$ cat src/hw/rtl/wrs_pkg.sv
package wrs_pkg;

  localparam int MAX_ENTRIES = 64;
  localparam int KEY_BITS    = 16;
  localparam int WEIGHT_BITS = 8;
  localparam int RND_BITS    = 31;

  localparam int IDX_W   = $clog2(MAX_ENTRIES);
  localparam int CNT_W   = $clog2(MAX_ENTRIES + 1);
  localparam int TOT_W   = $clog2(MAX_ENTRIES * ((1 << WEIGHT_BITS) - 1) + 1);
  localparam int RSTEP_W = $clog2(RND_BITS);

  typedef enum logic [1:0] {
    ACT_ADD    = 2'd0,
    ACT_REMOVE = 2'd1,
    ACT_SETW   = 2'd2,
    ACT_SELECT = 2'd3
  } action_t;

  typedef enum logic [2:0] {
    ST_OK         = 3'd0,
    ST_REPEAT     = 3'd1,
    ST_NOT_FOUND  = 3'd2,
    ST_FULL       = 3'd3,
    ST_ZERO_TOTAL = 3'd4
  } status_t;

endpackage

$ cat src/hw/rtl/weighted_random_selector_no_repeat.sv
// channel   direction  handshake          fields
// request   in         start & !busy      action, key, weight, random_word
// result    out        done (one cycle)   status, chosen_key, chosen_index
//
// Add completes straight from idle. Set weight and remove scan the key memory,
// one entry per cycle; remove then moves later entries down at the same pace.
// Select scans the weights twice and, between the two scans, runs a remainder
// unit on the random word. Reset empties the table and forgets the last pick;
// the memories are not cleared. The result strobe cannot be held off by the
// receiver.
module weighted_random_selector_no_repeat
  import wrs_pkg::*;
(
  input  logic                   clk,
  input  logic                   rst,
  input  logic                   start,
  output logic                   busy,
  input  logic [1:0]             action,
  input  logic [KEY_BITS-1:0]    key,
  input  logic [WEIGHT_BITS-1:0] weight,
  input  logic [RND_BITS-1:0]    random_word,
  output logic                   done,
  output logic [2:0]             status,
  output logic [KEY_BITS-1:0]    chosen_key,
  output logic [IDX_W-1:0]       chosen_index
);

  typedef enum logic [5:0] {
    S_IDLE  = 6'b000001,
    S_FIND  = 6'b000010,
    S_SHIFT = 6'b000100,
    S_SUM   = 6'b001000,
    S_DIV   = 6'b010000,
    S_PICK  = 6'b100000
  } state_t;

  state_t                 state;
  logic [CNT_W-1:0]       count;
  logic [IDX_W-1:0]       last_idx;
  logic                   last_vld;
  action_t                op;
  logic [KEY_BITS-1:0]    req_key;
  logic [WEIGHT_BITS-1:0] req_wt;
  logic [RND_BITS-1:0]    req_rnd;
  logic [CNT_W-1:0]       issue_idx;
  logic                   rd_vld;
  logic [IDX_W-1:0]       rd_tag;
  logic [TOT_W-1:0]       total;
  logic [TOT_W-1:0]       acc;
  logic [TOT_W-1:0]       target;

  logic                   accept;
  logic                   issue;
  logic                   hit;
  logic                   scan_end;
  logic [TOT_W-1:0]       acc_sum;
  logic [KEY_BITS-1:0]    rd_key;
  logic [WEIGHT_BITS-1:0] rd_wt;
  logic [IDX_W-1:0]       raddr;
  logic                   key_we;
  logic                   wt_we;
  logic [IDX_W-1:0]       waddr;
  logic [KEY_BITS-1:0]    wkey;
  logic [WEIGHT_BITS-1:0] wwt;
  logic                   div_start;
  logic                   div_done;
  logic [TOT_W-1:0]       div_rem;

  assign busy   = state != S_IDLE;
  assign accept = start && !busy;

  assign acc_sum = acc + TOT_W'(rd_wt);

  always_comb begin
    hit = 1'b0;
    if (rd_vld) begin
      if (state == S_FIND) begin
        hit = rd_key == req_key;
      end else if (state == S_PICK) begin
        hit = acc_sum >= target;
      end
    end
  end

  // stop issuing on a match so no stale read follows into the next state
  assign issue = (state inside {S_FIND, S_SHIFT, S_SUM, S_PICK}) &&
                 (issue_idx < count) && !hit;
  assign scan_end = !issue && !rd_vld;
  assign raddr    = issue_idx[IDX_W-1:0];

  assign div_start = (state == S_SUM) && scan_end && (total != '0);

  always_comb begin
    key_we = 1'b0;
    wt_we  = 1'b0;
    waddr  = count[IDX_W-1:0];
    wkey   = key;
    wwt    = weight;
    case (state)
      S_IDLE: begin
        if (accept && action == ACT_ADD && count < CNT_W'(MAX_ENTRIES)) begin
          key_we = 1'b1;
          wt_we  = 1'b1;
        end
      end
      S_FIND: begin
        if (hit && op == ACT_SETW) begin
          wt_we = 1'b1;
          waddr = rd_tag;
          wwt   = req_wt;
        end
      end
      S_SHIFT: begin
        if (rd_vld) begin
          key_we = 1'b1;
          wt_we  = 1'b1;
          waddr  = rd_tag - IDX_W'(1);
          wkey   = rd_key;
          wwt    = rd_wt;
        end
      end
      default: begin
      end
    endcase
  end

  wrs_ram #(.WIDTH(KEY_BITS), .DEPTH(MAX_ENTRIES)) u_key_ram (
    .clk   (clk),
    .we    (key_we),
    .waddr (waddr),
    .wdata (wkey),
    .raddr (raddr),
    .rdata (rd_key)
  );

  wrs_ram #(.WIDTH(WEIGHT_BITS), .DEPTH(MAX_ENTRIES)) u_wt_ram (
    .clk   (clk),
    .we    (wt_we),
    .waddr (waddr),
    .wdata (wwt),
    .raddr (raddr),
    .rdata (rd_wt)
  );

  wrs_div u_div (
    .clk      (clk),
    .rst      (rst),
    .start    (div_start),
    .dividend (req_rnd),
    .divisor  (total),
    .done     (div_done),
    .rem      (div_rem)
  );

  always_ff @(posedge clk) begin
    if (rst) begin
      state    <= S_IDLE;
      count    <= '0;
      last_idx <= '0;
      last_vld <= 1'b0;
      rd_vld   <= 1'b0;
      done     <= 1'b0;
    end else begin
      done   <= 1'b0;
      rd_vld <= issue;
      rd_tag <= raddr;
      if (issue) begin
        issue_idx <= issue_idx + CNT_W'(1);
      end
      case (state)
        S_IDLE: begin
          if (accept) begin
            op        <= action_t'(action);
            req_key   <= key;
            req_wt    <= weight;
            req_rnd   <= random_word;
            issue_idx <= '0;
            total     <= '0;
            case (action_t'(action))
              ACT_ADD: begin
                done       <= 1'b1;
                chosen_key <= '0;
                if (count < CNT_W'(MAX_ENTRIES)) begin
                  status       <= ST_OK;
                  chosen_index <= count[IDX_W-1:0];
                  count        <= count + CNT_W'(1);
                end else begin
                  status       <= ST_FULL;
                  chosen_index <= '0;
                end
              end
              ACT_REMOVE: begin
                last_vld <= 1'b0;
                last_idx <= '0;
                state    <= S_FIND;
              end
              ACT_SETW: begin
                state <= S_FIND;
              end
              ACT_SELECT: begin
                state <= S_SUM;
              end
              default: begin
                state <= S_IDLE;
              end
            endcase
          end
        end
        S_FIND: begin
          if (hit) begin
            if (op == ACT_REMOVE) begin
              // move entries above the match down by one
              issue_idx    <= {1'b0, rd_tag} + CNT_W'(1);
              chosen_index <= rd_tag;
              state        <= S_SHIFT;
            end else begin
              done         <= 1'b1;
              status       <= ST_OK;
              chosen_key   <= '0;
              chosen_index <= rd_tag;
              state        <= S_IDLE;
            end
          end else if (scan_end) begin
            done         <= 1'b1;
            status       <= ST_NOT_FOUND;
            chosen_key   <= '0;
            chosen_index <= '0;
            state        <= S_IDLE;
          end
        end
        S_SHIFT: begin
          if (scan_end) begin
            count      <= count - CNT_W'(1);
            done       <= 1'b1;
            status     <= ST_OK;
            chosen_key <= '0;
            state      <= S_IDLE;
          end
        end
        S_SUM: begin
          if (rd_vld) begin
            total <= total + TOT_W'(rd_wt);
          end
          if (scan_end) begin
            if (total == '0) begin
              done         <= 1'b1;
              status       <= ST_ZERO_TOTAL;
              chosen_key   <= '0;
              chosen_index <= '0;
              state        <= S_IDLE;
            end else begin
              state <= S_DIV;
            end
          end
        end
        S_DIV: begin
          if (div_done) begin
            target    <= div_rem + TOT_W'(1);
            acc       <= '0;
            issue_idx <= '0;
            state     <= S_PICK;
          end
        end
        S_PICK: begin
          if (hit) begin
            done         <= 1'b1;
            chosen_key   <= rd_key;
            chosen_index <= rd_tag;
            state        <= S_IDLE;
            if (last_vld && last_idx == rd_tag) begin
              status <= ST_REPEAT;
            end else begin
              status   <= ST_OK;
              last_idx <= rd_tag;
              last_vld <= 1'b1;
            end
          end else begin
            if (rd_vld) begin
              acc <= acc_sum;
            end
            if (scan_end) begin
              // cannot occur with a nonzero total; close the request anyway
              done         <= 1'b1;
              status       <= ST_ZERO_TOTAL;
              chosen_key   <= '0;
              chosen_index <= '0;
              state        <= S_IDLE;
            end
          end
        end
        default: begin
          state <= S_IDLE;
        end
      endcase
    end
  end

endmodule

$ cat src/hw/rtl/wrs_ram.sv
module wrs_ram #(
  parameter int WIDTH = 8,
  parameter int DEPTH = 64
) (
  input  logic                     clk,
  input  logic                     we,
  input  logic [$clog2(DEPTH)-1:0] waddr,
  input  logic [WIDTH-1:0]         wdata,
  input  logic [$clog2(DEPTH)-1:0] raddr,
  output logic [WIDTH-1:0]         rdata
);

  logic [WIDTH-1:0] mem [DEPTH];

  always_ff @(posedge clk) begin
    if (we) begin
      mem[waddr] <= wdata;
    end
    rdata <= mem[raddr];
  end

endmodule

$ cat src/hw/rtl/wrs_div.sv
module wrs_div
  import wrs_pkg::*;
(
  input  logic                clk,
  input  logic                rst,
  input  logic                start,
  input  logic [RND_BITS-1:0] dividend,
  input  logic [TOT_W-1:0]    divisor,
  output logic                done,
  output logic [TOT_W-1:0]    rem
);

  logic                run;
  logic [RSTEP_W-1:0]  step;
  logic [RND_BITS-1:0] dvd;
  logic [TOT_W-1:0]    dvs;
  logic [TOT_W:0]      shifted;
  logic                fits;

  // restoring remainder, one dividend bit per cycle
  assign shifted = {rem, dvd[RND_BITS-1]};
  assign fits    = shifted >= {1'b0, dvs};

  always_ff @(posedge clk) begin
    if (rst) begin
      run  <= 1'b0;
      done <= 1'b0;
      step <= '0;
    end else begin
      done <= 1'b0;
      if (start) begin
        run  <= 1'b1;
        step <= '0;
        dvd  <= dividend;
        dvs  <= divisor;
        rem  <= '0;
      end else if (run) begin
        dvd <= {dvd[RND_BITS-2:0], 1'b0};
        if (fits) begin
          rem <= TOT_W'(shifted - {1'b0, dvs});
        end else begin
          rem <= shifted[TOT_W-1:0];
        end
        step <= step + RSTEP_W'(1);
        if (step == RSTEP_W'(RND_BITS - 1)) begin
          run  <= 1'b0;
          done <= 1'b1;
        end
      end
    end
  end

endmodule
$ cat config.mk
export PLATFORM = sky130hd
export DESIGN_NAME = weighted_random_selector_no_repeat
export DESIGN_NICKNAME = d
export VERILOG_FILES = /design/src/hw/rtl/wrs_pkg.sv /design/src/hw/rtl/weighted_random_selector_no_repeat.sv /design/src/hw/rtl/wrs_ram.sv /design/src/hw/rtl/wrs_div.sv
export SDC_FILE = /design/constraint.sdc
export NUM_CORES = 2
export LEC_CHECK = 0
export ABC_AREA = 1
export ABC_CLOCK_PERIOD_IN_PS = 8900
export BUFFER_PORTS_ARGS = -buffer_cell sky130_fd_sc_hd__buf_2
export CAP_MARGIN = 20
export CORE_MARGIN = 1.5
export CORE_UTILIZATION = 45
export DETAILED_ROUTE_END_ITERATION = 12
export GPL_ROUTABILITY_DRIVEN = 0
export GPL_TIMING_DRIVEN = 0
export SLEW_MARGIN = 30
export SYNTH_ARGS = -nofsm -noshare
export SYNTH_HDL_FRONTEND = slang
export SYNTH_HIERARCHICAL = 1
export SYNTH_SLANG_ARGS = --single-unit
$ cat constraint.sdc
create_clock -name clk -period 8.9 [get_ports clk]
set_clock_uncertainty 0.15 [all_clocks]
set_input_delay 0.89 -clock clk [delete_from_list [all_inputs] [get_ports clk]]
set_output_delay 0.89 -clock clk [all_outputs]
set_load 0.005 [all_outputs]
; Yosys cells after proc, flatten, opt, wreduce, memory -nomap -nowiden
; Memory sizes are Yosys's and may differ from the RTL's. A register that Yosys moved wholly into a read port is not among the register bits.
; Cells that the tools add are included.
[op_classes]
add_sub_neg = 10
magnitude_cmp = 4
eq_ne = 33
mux = 105
bitwise_logic = 2
reduce_logical = 41
[ops]
columns = operator, n
row1 = 2-to-1 mux 16 bit, 10
row2 = 2-to-1 mux 6 bit, 19
row3 = 2-to-1 mux 14 bit, 7
row4 = one-hot mux 16 bit (5 select lines), 1
row5 = 2-to-1 mux 7 bit, 9
row6 = 2-to-1 mux 31 bit, 2
row7 = one-hot mux 14 bit (2 select lines), 2
row8 = one-hot mux 6 bit (2 select lines), 3
row9 = one-hot mux 6 bit (6 select lines), 1
row10 = 2-to-1 mux 3 bit, 11
row11 = adder 14 x 8 -> 14 bit, 2
row12 = 2-to-1 mux 1 bit, 27
row13 = one-hot mux 7 bit (3 select lines), 1
row14 = != test 2 bit (second input constant), 10
row15 = one-hot mux 6 bit (3 select lines), 1
row16 = equality test 16 bit, 1
row17 = 2-to-1 mux 8 bit, 2
row18 = one-hot mux 8 bit (2 select lines), 1
row19 = >= comparator 15 x 14 -> 1 bit, 1
row20 = one-hot mux 3 bit (5 select lines), 1
row21 = AND reduction 5 bit, 3
row22 = adder 14 x 1 -> 14 bit (second input constant), 1
row23 = adder 7 x 1 -> 7 bit (second input constant), 2
row24 = >= comparator 14 bit, 1
row25 = other kinds (45), 76
[totals]
inputBits = 60
register_bits = 225
ramBits = 1536
mem_count = 2
out_inout_bits = 27
[mem_list]
columns = memory, depth, word_bits, rd, rd_ports_with_merged_regs, wr, line
row1 = u_key_ram.mem, 64, 16, 1, 1, 1, wrs_ram.sv:13  ; logic [WIDTH-1:0] mem [DEPTH];
row2 = u_wt_ram.mem, 64, 8, 1, 1, 1, wrs_ram.sv:13

; Longest topological paths before layout
[logic_depth]
ltp_word = 13
ltp_mapped = 33

; Modules after synthesis
; The synthesis kept the hierarchy.
[modules_own_cells]
columns = module, area_per_inst_um2, cells_each, instances
row1 = wrs_ram at u_key_ram, 42140.4, 3534, 1
row2 = wrs_ram at u_wt_ram, 21339.2, 1805, 1
row3 = weighted_random_selector_no_repeat, 9316.4, 1078, 1
row4 = wrs_div, 3771.1, 448, 1

; Least setup slack after synthesis
; No wires, ideal clock.
[synth_timing]
path_type = reg-to-reg
startpoint = register u_wt_ram.rdata[0], read port of u_wt_ram.mem
endpoint = register u_div.dvd[0] (enable)
t_arrival_ps = 6750
stages_incl_launch_ff = 31
t_required_ps = 8238
setup_slack_ps = 1487
path_cell_list = dfxtp_1 -> ha_1 -> inv_1 -> fa_1 -> nor2_1 -> o21ai_0 -> nand2_1 -> nand2_1 -> o211ai_1 -> nand2_1 -> inv_1 -> nand2_1 -> nor2_1 -> xor2_1 -> inv_1 -> ha_1 -> nand2_1 -> inv_1 -> nand3_1 -> nor2_1 -> o21ai_0 -> nand2_1 -> nand3_2 -> nand2_4 -> nand2_4 -> inv_1 -> nand2_1 -> inv_1 -> clkbuf_1 -> inv_1 -> o21ai_0
[synth_via]
elab_chain_len = 13
[synth_lines]
columns = item, line
row1 = from (decl), wrs_ram.sv:10  ; output logic [WIDTH-1:0] rdata
row2 = adder 14 x 8 -> 14 bit, weighted_random_selector_no_repeat.sv:72  ; assign acc_sum = acc + TOT_W'(rd_wt);
row3 = named net acc_sum[12], weighted_random_selector_no_repeat.sv:56  ; logic [TOT_W-1:0] acc_sum;
row4 = >= comparator 14 bit, weighted_random_selector_no_repeat.sv:80  ; hit = acc_sum >= target;
row5 = 2-to-1 mux 1 bit, weighted_random_selector_no_repeat.sv:79  ; end else if (state == S_PICK) begin
row6 = 2-to-1 mux 1 bit, weighted_random_selector_no_repeat.sv:77  ; if (state == S_FIND) begin
row7 = 2-to-1 mux 1 bit, weighted_random_selector_no_repeat.sv:76  ; if (rd_vld) begin
row8 = zero test 1 bit, weighted_random_selector_no_repeat.sv:87  ; (issue_idx < count) && !hit;
row9 = logical AND 1 bit, weighted_random_selector_no_repeat.sv:87
row10 = zero test 1 bit, weighted_random_selector_no_repeat.sv:88  ; assign scan_end = !issue && !rd_vld;
row11 = logical AND 1 bit, weighted_random_selector_no_repeat.sv:88
row12 = logical AND 1 bit (2 in series), weighted_random_selector_no_repeat.sv:91  ; assign div_start = (state == S_SUM) && scan_end && (total != '0);
row13 = named net div_start, weighted_random_selector_no_repeat.sv:65  ; logic div_start;
row14 = nonzero test 2 bit (no line), -
row15 = AND reduction 2 bit (no line), -
row16 = to (signal assigned), wrs_div.sv:34  ; dvd <= dividend;
row17 = to (signal assigned), wrs_div.sv:38  ; dvd <= {dvd[RND_BITS-2:0], 1'b0};
row18 = to (decl), wrs_div.sv:15  ; logic [RND_BITS-1:0] dvd;
; The timed path passes the listed nets, and every way through them passes these cells.
; A chain may end at the register's enable or synchronous reset.

; Final worst setup path
[layout_timing]
startpoint = register u_wt_ram.rdata[0], read port of u_wt_ram.mem
endpoint = memory u_wt_ram.mem[18][4], in the netlist u_wt_ram/mem[9][4] (enable)
[layout_via]
elab_cells_between_ends = 12
cone_classes = add/sub: 1 / order compare: 1 / mux: 9 / reduce/logical: 1
[layout_lines]
columns = item, line
row1 = adder 14 x 8 -> 14 bit, weighted_random_selector_no_repeat.sv:72
row2 = named net acc_sum[12], weighted_random_selector_no_repeat.sv:56
row3 = >= comparator 14 bit, weighted_random_selector_no_repeat.sv:80
row4 = 2-to-1 mux 1 bit, weighted_random_selector_no_repeat.sv:79
row5 = 2-to-1 mux 1 bit, weighted_random_selector_no_repeat.sv:77
row6 = 2-to-1 mux 1 bit, weighted_random_selector_no_repeat.sv:76
row7 = logical AND 1 bit, weighted_random_selector_no_repeat.sv:107  ; if (hit && op == ACT_SETW) begin
row8 = 2-to-1 mux 6 bit, weighted_random_selector_no_repeat.sv:107
row9 = one-hot mux 6 bit (2 select lines), weighted_random_selector_no_repeat.sv:99  ; case (state)
row10 = named net waddr[2], weighted_random_selector_no_repeat.sv:62  ; logic [IDX_W-1:0] waddr;
row11 = to (decl), wrs_ram.sv:13
; The timed path passes the listed nets, and every way through them passes these cells.

==> impl_metrics.yaml <==
cells_and_area:
  regArea_mm2: 0.0531
  multiInputGateArea_mm2: 0.0208
  final_util_pct: 52.6
  n_fill_cell: 14400
  layout-drive-gt1-share_pct: 12.5
  syn2layout_area_growth_pct: 16.1
  final_area_mm2: 0.0889
  nNetsFinal: 7382
clock_network:
  clkTransAtPathRegs_ps: 60
  postCtsSetupBuffers: 0
  cts_made_buffers: 181
  ctsHoldBuffers: 0
  cts.htree.levels: 4
  clockBufferDepth: 3
  clock_latency_ps: 820
  cts-root-buf: "clkbuf_16"
  cts_tree: "built"
  ctsResizeCount: 0
  cts.sinks: 1785
setup_path:
  cp_slowest_cell: "nor2_1"
  crit_required_ps: 9160
  worstPathArrival_ps: 7930
  crit_fanout: 10
  cpPeakStageDelay_ps: 1010
  startpoint_type: "register"
  cp-end-kind: "register"
  crit_start: "u_wt_ram/rdata[0]"
  path_class: "reg2reg"
  crit_top_cell: "nand2_1"
  r2r_start: "u_wt_ram/rdata[0]"
global_route:
  grt_max_degree: 58
  grt_pass1_wl_um: 343000
  antenna_found_initial: 14
  grt_use_total_pct: 27.1
  grt_pass1_vias: 51300
  grt_overflow_total: 0
timing:
  fin_crit_ps: 7670
  holdWs_ps: 102
  slew_violations: 0
  tns_ps: 0
  finalCritPeriodShare_pct: 86.1
  fmax_mhz: 130
  max_slew_margin_pct: 29.2
  worstMarginPinSlew_ps: 1060
  rsz0062_at_grt: "false"
  hold_violations: 0
  setup_viol: 0
floorplanning:
  ios: 87
  die_h_um: 415
  initial_core_util_pct: 45.3
  core-area_mm2: 0.169
  die_w_um: 415
  die_area_mm2: 0.173
  rows: 151
detailed_routing:
  vias: 54500
  drt.antenna.violating_nets: 0
  wl_per_cell_um: 24.7
  vias_per_cell: 5.66
  route.detailed.drc: 0
  routed_wl_um: 238000
  first_iter_violations: 6713
  dr.pass1.iters: 8
flow_run:
  max_cap_viol_count: 0
outcome:
  outcome: "finished clean"
synth:
  ys_types: 60
  synth_top_cell_by_area: "edfxtp_1"
  netlist_area_mm2: 0.0766
  syn_inst: 6865
  synth-seq-cells: 1785
  synth.top_cell.area_share_pct: 67.9
  ys_seq_area_share_pct: 69.3
  syn_avg_cell_area_um2: 11.2
  synthesis.nets: 6993
  ys_top_cells_by_area: "edfxtp_1 68%, nand2_1 12%, nand3_1 8.9%"
  yosysWarnings: 6
power:
  powerDensity_mw_per_mm2: 247
  ir_drop_v: 0.000230
  leakage_nw: 33.4
placed_design:
  dpl_cell_area_mm2: 0.0831
  io_buffers: 86
  dp_hpwl_um: 168000
hold_path:
  hp-class: "in2reg"
  hp-start: "random_word[4]"
## cell usage in the layout (no fill, tap or decap), types with 10 or more instances in the layout
master	instances
a21oi_1	56
buf_1	25
buf_16	78
buf_2	255
buf_4	43
buf_6	95
buf_8	10
bufinv_16	12
clkbuf_1	103
clkbuf_16	185
clkinv_1	37
clkinv_2	27
dfxtp_1	53
edfxtp_1	1732
ha_1	64
inv_1	269
inv_2	15
nand2_1	2398
nand2_2	13
nand2_4	13
nand3_1	1368
nand4_1	28
nor2_1	167
nor2_2	34
nor2_4	56
nor3_1	28
o21ai_0	39
o21ai_1	11
o21ai_4	17
xnor2_1	17
xor2_1	29
## Yosys cell counts, drive strengths merged
cell / n
a21boi: 1
a221oi: 1
fa: 4
nand3b: 1
nor4b: 1
inv: 287
a211oi: 1
a32oi: 1
xnor2: 17
clkinv: 2
nand2: 2424
o21bai: 5
a31oi: 2
a21oi: 60
nand3: 1373
nor2: 258
edfxtp: 1732
o21ai: 67
o211ai: 18
nor3: 34
nand4: 29
and3: 1
o2bb2ai: 1
o22ai: 8
or2: 1
buf: 308
dfxtp: 53
clkbuf: 56
and2: 2
xor2: 29
o31a: 1
o21a: 3
nor4: 14
ha: 64
o32ai: 6
## through the flow
step	setup slack [ps]	cells	power [mW]
2_1_floorplan	1490	6865	12.6
3_3_place_gp	-2970	9169	14.4
3_5_place_dp	1440	9289	14.6
4_1_cts	1410	9621	21.9
5_1_grt	814	9622	22.7
6_report	1230	9627	22.0
## cell families (layout without fill, tap and decap cells)
group,after synthesis,after routing,synth area share (%)
other,0,6,0
flip-flops,1785,1785,69.3
buffers and inverters,653,1191,4.55
XOR/XNOR,46,46,0.526
adder cells (fa/ha/maj),68,68,1.15
AND/OR/NAND/NOR,4138,4138,23.1
AO/OA/AOI/OAI,175,175,1.39
## worst max-delay path, delay by kind of cell, from the launching register on
family / cells / cell delay (ps)
xor gates and xnor gates: 1 / 240
AOI/OAI and AO/OA: 5 / 1130
adders and majority gates: 3 / 860
buffers and inverters: 7 / 1340
DFF: 1 / 420
and+or+nand+nor: 13 / 3110
## flip-flops by register name, indices dropped and copies added, names as in the netlist, 3 cells and up
signal,cells
total,14
u_div/rem,14
count,7
u_key_ram/rdata,16
status,3
state,6
req_rnd,31
u_div/dvs,14
chosen_index,6
acc,14
issue_idx,7
u_div/dvd,31
target,14
u_key_ram/mem,1024
u_wt_ram/mem,512
rd_tag,6
req_key,16
u_wt_ram/rdata,8
u_div/step,5
chosen_key,16
last_idx,6
req_wt,8
## final timing paths
kind | to | slack (ps) | depth (start not counted)
setup / recovery | u_wt_ram/mem[9][4] | 1230 | 29
hold / removal | req_rnd[4] | 100 | 1
setup reg to reg | u_wt_ram/mem[9][4] | 1230 | 29
hold reg to reg | last_idx[3] | 330 | 2
## routing by layer
layer	vias to the layer above	wire (um)	global-route usage, %
met3	611	21500	4.88
met1	26500	92900	35.5
li1	24600	-	-
met5	-	43	0
met4	6	12300	12.9
met2	2803	111000	43.9
## cell type report
class / instances / share of cell area (%)
clock buffers: 241 / 5.51
flip-flops and latches: 1785 / 59.7
multi-input cells: 4427 / 23.4
well taps: 2218 / 3.12
plain buffers: 364 / 2.69
clock inverters: 91 / 0.916
inverters: 289 / 1.24
repair buffers: 206 / 3.43
diodes: 6 / 0.0169
## where the power goes
| part | switching [mW] | internal [mW] |
|---|---|---|
| combinational | 3.62 | 1.37 |
| sequential | 0.138 | 9.44 |
| clock | 3.21 | 4.22 |
| total | 6.97 | 15.0 |
No activity file was read; power rests on OpenSTA's default activity.
